## src/ehq_table.sv

```systemverilog
// Endpoint state memory: one write port, one read port with registered data.
// Entry layout is set by the top level; depends on nothing else.
`default_nettype none

module ehq_table #(
  parameter int ENTRY_COUNT = 64,
  parameter int ENTRY_W     = 66
) (
  input  wire logic                           clk_i,
  input  wire logic                           rd_en_i,
  input  wire logic [$clog2(ENTRY_COUNT)-1:0] rd_addr_i,
  output logic      [ENTRY_W-1:0]             rd_data_o,
  input  wire logic                           wr_en_i,
  input  wire logic [$clog2(ENTRY_COUNT)-1:0] wr_addr_i,
  input  wire logic [ENTRY_W-1:0]             wr_data_i
);

  logic [ENTRY_W-1:0] mem_q [ENTRY_COUNT];
  logic [ENTRY_W-1:0] rd_q;

  // Write port
  always_ff @(posedge clk_i) begin
    if (wr_en_i) begin
      mem_q[wr_addr_i] <= wr_data_i;
    end
  end

  // Read port, data held until the next read
  always_ff @(posedge clk_i) begin
    if (rd_en_i) begin
      rd_q <= mem_q[rd_addr_i];
    end
  end

  assign rd_data_o = rd_q;

endmodule

`default_nettype wire

```

## config.mk

```make
export PLATFORM = sky130hd
export DESIGN_NAME = ehq_table
export DESIGN_NICKNAME = d
export VERILOG_FILES = /design/src/ehq_table.sv
export SDC_FILE = /design/constraint.sdc
export NUM_CORES = 2
export LEC_CHECK = 0
export BUFFER_PORTS_ARGS = -buffer_cell sky130_fd_sc_hd__buf_2
export CAP_MARGIN = 20
export CORE_MARGIN = 2
export CORE_UTILIZATION = 50
export CTS_CLUSTER_DIAMETER = 40
export DETAILED_ROUTE_END_ITERATION = 10
export PLACE_DENSITY = 0.65
export REMOVE_ABC_BUFFERS = 1
export SKIP_LAST_GASP = 1
export SYNTH_ARGS = -nofsm -noshare
export SYNTH_HDL_FRONTEND = slang
export SYNTH_MEMORY_MAX_BITS = 65536
export SYNTH_SLANG_ARGS = --single-unit
```

## constraint.sdc

```tcl
create_clock -name clk_i -period 6.91 [get_ports clk_i]
set_input_delay 0.3455 -clock clk_i [delete_from_list [all_inputs] [get_ports clk_i]]
set_output_delay 0.3455 -clock clk_i [all_outputs]
set_load 0.05 [all_outputs]
```

==> results.cfg <==
[sta]
finalCriticalPeriod_ns = 3.10
worst_slew_pin_slew_ns = 1.25
rsz0062_at_grt = false
fin_crit_sh_pct = 44.9
setup_viol = 0
tns_ns = 0
finalMaxSlewViolations = 0
fmax_ghz = 0.322
finalHoldViolCount = 0
slew_headroom_pct = 16.7
finClkSkew_ns = 0.0770

[job]
cap_violations = 0

[worst_setup_path]
crit_type = input port to flop
path_depth = 7
cp_slowest_cell = and2_4
crit_chain = dlygate4sd3_1 -> buf_4 -> buf_4 -> and2_4 -> buf_4 -> nand3_1 -> and3_1
cp-end-kind = flop
worst_ep_required_time_ns = 7.62
worst-path-buf-inv = 4
slowest_delay_ns = 0.95
crit_family = buffers and inverters
crit_arrival_ns = 3.82
crit_path_max_fanout = 45
cp-start-kind = input port
path_common_cell = buf_4
worstRegToRegCells = 4

[floorplan]
io_pins = 147
die_area_um2 = 327000
die_w_um = 572
initial_utilization_pct = 50.2
core_um2 = 321000
num_rows = 208
fp.dieH_um = 572

[placement]
portBuffers = 146
placed_area_um2 = 168000
place_hpwl_um = 222000
gp_congestion = 0.793

[synthesis]
synth-async-reset-ratio_pct = 0
yosysWarningCount = 0
synth_area_um2 = 161000
synth_cells = 6852
synth_edf_count = 4290
synthTopCellsByCount = edfxtp_1 (4290), mux4_2 (1009), o22ai_1 (318), clkbuf_1 (194), nor2_1 (120)
ys_ff_latch = 4290
synth_top_area_cell = edfxtp_1
avgSynthCellArea_um2 = 23.5
synth_most_common_cell = edfxtp_1
yosysTopAreaCellShare_pct = 79.9
synth_area_leaders = edfxtp_1 (80%), mux4_2 (14%), o22ai_1 (1.2%)
seq_area_frac_synth_pct = 79.9
synthDistinctLibCells = 35
synthFlopType = edfxtp_1

[grt]
grt_use_total_pct = 26.5
grt_max_degree = 124
antenna_found_initial = 25
overflow = 0
grt_pass1_vias = 79000
grt_pass1_wl_um = 606000

[layout]
area_delta_synth_final_pct = 15.2
design_area_um2 = 186000
layout-drive-gt1-share_pct = 29.2
nets = 7419
multi_input_area_um2 = 31000
n_fill_cell = 22500
regArea_um2 = 129000

[routing]
drt_wl_total_um = 433000
drt-vias-per-instance = 6.54
drt_iter0_markers = 11100
drcViolationCount = 0
drt_pass1_iterations = 6
wl_per_cell_um = 35.9
vias = 79000
ant_nets = 0

[clock_network]
cts_setup_buffers = 0
htree_levels = 5
worstSkewPairLatency_ns = 1.00
cts-root-buf = clkbuf_16
ctsHoldBuffers = 7
clk_path_buf_depth = 4
clock_sinks = 4290
cts_tree = built
clkTransAtPathRegs_ns = 0.06
numCtsBuffers = 485
cts_resized = 0

[worst_hold_path]
whs_path_depth = 1
min_path_type = input port to flop

[pwr]
power_per_cell_area_nw_per_um2 = 314
peakVddDrop_mv = 0.253
p_leak_nw = 57.6

[outcome]
status = finished clean
cells by family (layout without fill, tap and decap cells):
family                 after synthesis  after routing  share of synthesized area [%]
flip-flops                        4290           4290                           79.9
multiplexers                      1118           1118                           14.8
AO/OA/AOI/OAI                      634            634                           2.77
AND/OR/NAND/NOR                    411            411                           1.31
buffers and inverters              399           1302                           1.20
other                                0             10                              0
flip-flops by register name (all words and copies together) (netlist names):
register	flops
mem_q	4224
rd_data_o	66
per-stage QoR:
step	power [mW]	setup WS [ns]	hold slack, ns	utilization (%)	instances
after floorplan	30.6	1.17	0.444	-	6453
after global placement	31.9	3.12	0.893	52.3	11100
after global routing	59.7	3.86	0.0432	57.8	12100
after CTS	58.5	3.89	0.00157	57.7	12000
after detailed placement	32.0	3.06	0.888	52.3	11100
final	58.2	3.81	0.0511	57.8	12100
per-layer routing:
layer	share of wire [%]	track usage, %	vias up
met5	0	0	-
met4	3.7	9.57	0
met3	9.3	4.15	781
met2	49	42.5	4452
met1	38	37.3	43000
li1	-	-	30800
power breakdown:
group | total, mW | switching, mW | internal, mW
Sequential | 29.0 | 0.0787 | 28.9
Clock | 26.8 | 10.8 | 16.0
Combinational | 2.50 | 1.63 | 0.873
placed cells by master, fill, tap and decap left out, drive strengths merged, types with 52 or more instances in the layout:
cell type / instances
edfxtp: 4290
mux4: 1009
clkbuf: 541
buf: 376
o22ai: 318
clkinv: 178
nor2: 121
a211oi: 106
mux2i: 102
nor2b: 89
bufinv: 78
o221ai: 66
nor3: 58
nor4: 56
o22a: 56
inv: 55
a22oi: 53
clkinvlp: 52
path summary, 6_finish.rpt:
check / start / endpoint / slack, ns
worst max-delay path: rd_addr_i[5] / rd_data_o[14]$_DFFE_PP_ / 3.81
worst min-delay path: wr_data_i[43] / mem_q[39][43]$_DFFE_PP_ / 0.05
worst max register to register: mem_q[9][59]$_DFFE_PP_ / rd_data_o[59]$_DFFE_PP_ / 4.80
worst min register to register: mem_q[52][15]$_DFFE_PP_ / rd_data_o[15]$_DFFE_PP_ / 0.90
layout make-up:
cell class              instances  area share (%)
flip-flops and latches       4290            69.4
multi-input cells            2163            16.7
clock buffers                 541            6.65
well taps                    4305            2.90
clock inverters               363            2.53
repair buffers                398            1.81
diodes                         10          0.0135
Power figures use the tool's default switching activity.
