==> config.mk <==
export PLATFORM = sky130hd
export DESIGN_NAME = ehq_mul
export DESIGN_NICKNAME = d
export VERILOG_FILES = /design/src/ehq_pkg.sv /design/src/ehq_mul.sv
export SDC_FILE = /design/constraint.sdc
export NUM_CORES = 1
export LEC_CHECK = 0
export ABC_AREA = 1
export BUFFER_PORTS_ARGS = -buffer_cell sky130_fd_sc_hd__buf_2
export CAP_MARGIN = 15
export CORE_ASPECT_RATIO = 1.4
export CORE_MARGIN = 10
export CORE_UTILIZATION = 60
export DETAILED_ROUTE_END_ITERATION = 7
export HOLD_SLACK_MARGIN = 0.03
export PLACE_DENSITY = 0.89
export SLEW_MARGIN = 10
export SYNTH_ARGS = -nofsm -noshare
export SYNTH_HDL_FRONTEND = slang
export SYNTH_SLANG_ARGS = --single-unit
==> constraint.sdc <==
create_clock -name clk_i -period 7.7 [get_ports clk_i]
set_input_delay 0.77 -clock clk_i [delete_from_list [all_inputs] [get_ports clk_i]]
set_output_delay 0.77 -clock clk_i [all_outputs]
set_load 0.01 [all_outputs]
==> src/ehq_pkg.sv <==
// Shared types, constants and helpers for the endpoint health quarantine block.
// No dependencies; ehq_mul, the top level and ehq_checker refer to it by scoped names.
`default_nettype none

package ehq_pkg;

  // Default sizing
  localparam int ENTRY_COUNT_DEF = 64;
  localparam int TIME_WIDTH_DEF  = 32;

  // Endpoint field span (fixed 6-bit port)
  localparam int EP_W    = 6;
  localparam int EP_SPAN = 64;

  // Q1.16 constants
  localparam int          SCORE_W  = 17;
  localparam int          COUNT_W  = 16;
  localparam int          PROD_W   = 34;
  localparam logic [16:0] ONE_Q16  = 17'h10000;
  localparam logic [16:0] HALF_Q16 = 17'h08000;

  // Penalty per error class (1.0, 0.7, 0.6)
  localparam logic [16:0] PEN_CLASS1 = 17'd65536;
  localparam logic [16:0] PEN_CLASS2 = 17'd45875;
  localparam logic [16:0] PEN_OTHER  = 17'd39322;

  // Class bounds of the error code
  localparam logic [15:0] CLASS1_LO = 16'd100;
  localparam logic [15:0] CLASS1_HI = 16'd199;
  localparam logic [15:0] CLASS2_LO = 16'd200;
  localparam logic [15:0] CLASS2_HI = 16'd299;

  // floor(x/5) == (x * 52429) >> 18 for every 16-bit x
  localparam logic [16:0] RECIP5       = 17'd52429;
  localparam int          RECIP5_SHIFT = 18;
  localparam int          LIM_W        = 14;

  localparam logic [15:0] ATT_MAX = 16'hFFFF;

  // Configuration register defaults
  localparam logic [16:0] FAIL_ALPHA_RST = 17'd3277;
  localparam logic [16:0] SUCC_ALPHA_RST = 17'd6554;
  localparam logic [15:0] MIN_ATT_RST    = 16'd20;
  localparam logic [16:0] QUAR_LVL_RST   = 17'd39322;
  localparam logic [16:0] REC_LVL_RST    = 17'd26214;
  localparam logic [15:0] COOLDOWN_RST   = 16'd60;

  localparam int CFG_IDX_W  = 3;
  localparam int CFG_DATA_W = 17;

  typedef enum logic [CFG_IDX_W-1:0] {
    CFG_FAIL_ALPHA = 3'd0,
    CFG_SUCC_ALPHA = 3'd1,
    CFG_MIN_ATT    = 3'd2,
    CFG_QUAR_LVL   = 3'd3,
    CFG_REC_LVL    = 3'd4,
    CFG_COOLDOWN   = 3'd5
  } cfg_idx_e;

  typedef enum logic [1:0] {
    OP_SUCCESS = 2'd0,
    OP_FAILURE = 2'd1,
    OP_QUERY   = 2'd2,
    OP_TICK    = 2'd3
  } opcode_e;

  // Saturate a Q1.16 value at 1.0
  function automatic logic [16:0] clamp_q16(input logic [16:0] v);
    return (v > ONE_Q16) ? ONE_Q16 : v;
  endfunction

  // Penalty target from the hundreds class of the error code
  function automatic logic [16:0] penalty(input logic [15:0] code);
    logic [16:0] p;
    priority if (code >= CLASS1_LO && code <= CLASS1_HI) p = PEN_CLASS1;
    else if (code >= CLASS2_LO && code <= CLASS2_HI)     p = PEN_CLASS2;
    else                                                 p = PEN_OTHER;
    return p;
  endfunction

endpackage

`default_nettype wire

==> src/ehq_mul.sv <==
// Shared 17x17 unsigned multiplier with a registered product.
// Depends on ehq_pkg for operand and product widths.
`default_nettype none

module ehq_mul (
  input  wire logic                          clk_i,
  input  wire logic                          en_i,
  input  wire logic [ehq_pkg::SCORE_W-1:0]   a_i,
  input  wire logic [ehq_pkg::SCORE_W-1:0]   b_i,
  output logic      [ehq_pkg::PROD_W-1:0]    prod_o
);

  logic [ehq_pkg::PROD_W-1:0] prod_q;

  // One product per cycle, held while idle
  always_ff @(posedge clk_i) begin
    if (en_i) begin
      prod_q <= ehq_pkg::PROD_W'(a_i) * ehq_pkg::PROD_W'(b_i);
    end
  end

  assign prod_o = prod_q;

endmodule

`default_nettype wire

==> impl_metrics.toml, run 1 <==
[clock_network]
numCtsBuffers = 5
cts-resized-gates = 0
cts_tree = "done"
postCtsHoldBufs = 0
root_buffer = "clkbuf_16"
htreeDepth = 2
post_cts.repair.setup_buffers = 0
cts_buffer_depth = 2
clock_sinks = 34
cts.clk_slew.worst_paths_ps = 50

[timing]
rsz0062_at_grt = "no"
finalMaxSlewViolations = 0
setup_tns_ps = 0
final.min_clock_period_ps = 5844
tightestPinTransition_ps = 789.5
hold_viol = 0
finalSetupViolCount = 0
worst_slew_margin_rel = 0.4737
clock.fmax_mhz = 171.1
period_share = 0.7590

[grt]
grt_use_total = 0.2500
grt_pass1_wl_um = 50290
grt_pass1_vias = 10550
antenna_found_initial = 2
overflow = 0
grt_max_degree = 35

[finish]
post-route-util = 0.6352
fillers = 1566
final_common_cell = "inv_1"
largest_reg_flops = 34
drive_gt1_frac = 0.07216
syn_to_final_growth_pct = 4.844
layout_common_cells = "496 x inv_1, 475 x nand2_1, 224 x fa_1"
fin_nets = 1920

[yosys]
synth.distinct_cells = 24
synthesis.area_um2 = 11600
synthXorXnorAreaFrac = 0.01208
synth_mux_area_frac = 0
synthSimpleGateAreaFrac = 0.1979
synth_compound_area_frac = 0.01532
synth_fa_ha_area_frac = 0.5032
syn_avg_cell_area_um2 = 7.511
yosys_warnings = 0
synth_seq_area_share = 0.08804
synth_nets = 1912
synth_top_family_by_area = "adder cells"
synth_cells = 1544
ys_ff_latch = 34

[critical_path]
cp_slowest_cell = "fa_1"
path_delay_family = "adder cells"
worstPathRequired_ps = 7730
crit_type = "primary input to flop"
crit_path_start = "b_i[7]"
cp-start-kind = "primary input"
path_depth = 22
critPathMaxStageDelay_ps = 540
path_max_fanout = 17
endpoint = "prod_o[26]"
arrival_ps = 5880
crit_chain = "buf_2 -> nand2_1 -> inv_1 -> fa_1 -> inv_1 -> fa_1 -> fa_1 -> inv_1 -> fa_1 -> fa_1 -> inv_1 -> fa_1 -> inv_1 -> ha_1 -> nand2_1 -> nand2_1 -> inv_1 -> o21bai_1 -> a21oi_1 -> nand3_1 -> nand2_1 -> nand2_1"
endpoint_kind = "flop"
worst-path-buf-inv = 7

[die]
dieHeight_um = 184.5
initial_core_util = 0.6058
coreArea_um2 = 19140
chipWidth_um = 137.5
std_cell_rows = 60
ios = 70
die_area_um2 = 25370

[worst_hold_path]
hold_class = "primary input to flop"
min_from = "b_i[0]"
holdPathStages = 3

[placed_design]
port_buffers = 69
dp.final_hpwl_um = 24440
gp_congestion = 1.030

[job]
drv_cap = 0

[drt]
drtIter0Drc = 715
wl_per_cell_um = 16.33
vias = 9465
avgViaCountPerCell = 5.255
wl_um = 29410
drcViolationCount = 0
drtAntennaViolNets = 0
first_pass_iters = 5

[outcome]
status = "completed"
[tightest hold or removal path, cell delays in order]
cell	delay, ps
buf_2	220
nand2_1	130
inv_1	40
[final cells by class]
cell class	instances	area [µm²]	share of cell area
clock buffer	5	125.1	0.01029
inverter	499	1873	0.1540
antenna	1	2.502	0.0002058
sequential	34	1021	0.08397
clock inverter	2	33.78	0.002778
tap	248	310.3	0.02552
timing repair buffer	69	345.3	0.02840
multi-input combinational	943	8448	0.6948
[per-layer routing]
layer | vias up | global-route usage | wire, µm
met5 | - | 0 | 12
met4 | 2 | 0.1323 | 1655
met3 | 154 | 0.03842 | 2145
met2 | 430 | 0.4521 | 15770
met1 | 4576 | 0.2709 | 9828
li1 | 4303 | - | -
[worst min path at each step]
stage,slack [ps],endpoint
2_1_floorplan,880,prod_o[0]
5_1_grt,1100,prod_o[0]
6_report,1060,prod_o[0]
3_5_place_dp,1180,prod_o[15]
3_3_place_gp,1190,prod_o[4]
4_1_cts,1050,prod_o[0]
[synth_stat cells (all sizes together)]
cell / instances / area share
o21ai: 1 / 0.00043
xor2: 13 / 0.0098
nor3: 3 / 0.0031
nor2: 41 / 0.015
o21bai: 5 / 0.0042
inv: 499 / 0.16
fa: 224 / 0.39
edfxtp: 34 / 0.088
xnor2: 3 / 0.0023
nand2: 493 / 0.16
nand3: 25 / 0.013
nand4: 5 / 0.0027
a21oi: 21 / 0.010
ha: 108 / 0.12
a21o: 1 / 0.00065
clkbuf: 68 / 0.022
[stage by stage]
| step | hold slack (ps) | worst slack, ps | instance area (µm²) | cells |
|---|---|---|---|---|
| final | 1056 | 1856 | 12160 | 1801 |
| after global routing | 1096 | 1608 | 12160 | 1800 |
| after CTS | 1051 | 1943 | 12160 | 1800 |
| after detailed placement | 1183 | 1660 | 12000 | 1793 |
| after global placement | 1185 | 1745 | 12000 | 1793 |
| after floorplan | 882.5 | 1913 | 11600 | 1544 |
[cells by family (layout without fill, tap and decap cells)]
logic type	after synthesis	in the layout
AO/OA/AOI/OAI	28	28
buffers and inverters	567	575
flip-flops	34	34
other	0	1
adder cells (fa/ha/maj)	332	332
XOR/XNOR	16	16
AND/OR/NAND/NOR	567	567
Power of run 1 is left out: the tool's default activity adds up to more than one toggle a clock period on the data nets, which glitch-free logic cannot reach.
==> run 2, diff against run 1 <==
- ABC_AREA: 1 -> 0
- CORE_UTILIZATION: 60 -> 58
- PLACE_DENSITY: 0.89 -> 0.9
- clock period: 7.7 -> 5 ns (I/O delays scaled with it)
==> impl_metrics.toml, run 2 <==
[outcome]
status = "finished with violations"
violations = "DRC, setup timing"

[yosys]
synth.distinct_cells = 47
synth_cells = 1182
synth.top_cell.area_share = 0.4182
yosys_warnings = 0
synth_fa_ha_area_frac = 0.5442
ys_ff_latch = 34
synth_compound_area_frac = 0.05496
synth.largest_area_cell = "fa_1"
synthXorXnorAreaFrac = 0.02205
yosysMostFrequentCell = "inv_1"
synth_mux_area_frac = 0.001050
syn_avg_cell_area_um2 = 9.072
synth_edf_count = 34
synth_top_family_by_area = "adder cells"
synth_nets = 1550
synthFlopType = "edfxtp_1"
synthSimpleGateAreaFrac = 0.1666
synthesis.area_um2 = 10720
yosys-top-cells-area = "fa_1 42%, ha_1 13%, inv_1 10%, edfxtp_1 9.5%, and2_1 7.5%"
synth_seq_area_share = 0.09522
yosys-top-cells-count = "289 x inv_1, 224 x fa_1, 193 x nand2_1"
synth-async-reset-ratio = 0

[grt]
grt_use_total = 0.3291
antenna_found_initial = 1
grt_pass1_wl_um = 62080
overflow = 0
grt_max_degree = 35
grt_pass1_vias = 11990

[finish]
drive_gt1_frac = 0.3533
largest_reg_flops = 34
syn_to_final_growth_pct = 35.26
fillers = 868
fin_nets = 1804
final_common_cell = "inv_1"
layout_common_cells = "252 x inv_1, 188 x fa_1, 182 x buf_4"
insertedDiodeCount = 0

[drt]
drtIter0Drc = 1562
vias = 11000
drcViolationCount = 1
drtAntennaViolNets = 0
wl_per_cell_um = 28.88
wl_um = 48370
first_pass_iters = 8
avgViaCountPerCell = 6.564

[die]
die_area_um2 = 24400
std_cell_rows = 58
chipWidth_um = 134.9
ios = 70
initial_core_util = 0.5934
dieHeight_um = 180.9
coreArea_um2 = 18070

[clock_network]
postCtsHoldBufs = 0
clock_sinks = 34
cts.clk_slew.worst_paths_ps = 60
cts_buffer_depth = 2
root_buffer = "clkbuf_16"
htreeDepth = 2
numCtsBuffers = 5
cts_tree = "done"

[job]
drv_cap = 0

[timing]
tightestPinTransition_ps = 823.4
period_share = 1.207
setup_slack_ps = -1033
worst_slew_margin_rel = 0.4511
whs_ps = 857.8
finalSetupViolCount = 22
rsz0062_at_grt = "yes"
final.min_clock_period_ps = 6033
clock.fmax_mhz = 165.8
hold_viol = 0
finalMaxSlewViolations = 0

[critical_path]
worstPathRequired_ps = 5030
endpoint_kind = "flop"
path_max_fanout = 6
crit_type = "primary input to flop"
cp-start-kind = "primary input"
arrival_ps = 6060

[placed_design]
port_buffers = 69
gp_congestion = 0.9639
dp.final_hpwl_um = 26430

[worst_hold_path]
hold_class = "primary input to flop"
## run 2: changes by cell type in the layout (fill, tap and decap cells not counted), moves of 34 or more
cell | previous run | this run
inv_1 | 496 | 252
fa_1 | 224 | 188
and2_1 | 0 | 104
inv_2 | 3 | 37
buf_4 | 0 | 182
nand2_1 | 475 | 168
buf_6 | 0 | 48
fa_2 | 0 | 36
## run 2: worst paths after layout
check	from	endpoint	slack, ps	depth (start not counted)
worst max-delay path	a_i[6]	prod_o[19]	-1030	20
worst min-delay path	a_i[0]	prod_o[0]	860	3
## run 2: final cells by class
cell class | instances | area, µm² | area share
clock buffer | 5 | 125.1 | 0.008627
clock inverter | 1 | 3.754 | 0.0002588
inverter | 289 | 1085 | 0.07479
multi-input combinational | 817 | 9484 | 0.6539
sequential | 34 | 1021 | 0.07039
tap | 240 | 300.3 | 0.02070
timing repair buffer | 289 | 2485 | 0.1713
## run 2: cells by family after synthesis
family / Yosys count
and+or+nand+nor: 370
buffers and inverters: 331
DFF: 34
muxes: 1
adders and majority gates: 332
xor gates and xnor gates: 27
AOI/OAI and AO/OA: 87
## run 2: worst max-delay path: stages
cell	delay, ps
buf_16	110
buf_6	110
nand2_4	70
fa_1	680
inv_2	80
fa_1	500
fa_2	600
fa_2	550
fa_1	600
inv_2	60
fa_1	530
inv_2	70
ha_4	370
buf_6	130
and2_4	150
buf_6	120
buf_4	120
nand3_2	80
o21bai_1	200
xor2_1	440
## run 2: metrics by stage
| stage | setup TNS, ps | std cells | area (µm²) | setup WS [ps] | util |
|---|---|---|---|---|---|
| 2_1_floorplan | -4321 | 1182 | 11170 | -449.8 | - |
| 3_3_place_gp | -13170 | 1615 | 12780 | -756.3 | 0.7075 |
| 3_5_place_dp | -16940 | 1615 | 12780 | -924.3 | 0.7075 |
| 4_1_cts | -6165 | 1649 | 13880 | -402.6 | 0.7682 |
| 5_1_grt | -18230 | 1675 | 14500 | -1153 | 0.8027 |
| 6_report | -16940 | 1675 | 14500 | -1033 | 0.8027 |
## run 2: routing by layer
| layer | vias to the layer above | share of wire | track usage |
|---|---|---|---|
| met5 | - | 0 | 0 |
| met4 | 0 | 0.13 | 0.3090 |
| met3 | 589 | 0.13 | 0.08884 |
| met2 | 1252 | 0.46 | 0.5663 |
| met1 | 5102 | 0.27 | 0.3045 |
| li1 | 4052 | - | - |
## run 2: repair_timing
action,4_1_cts,5_1_grt
resized for setup,190,121
setup buffers,27,26
cloned,2,0
pin swaps,80,74
setup endpoints to repair,22,24
Power of run 2 is left out for the same reason.
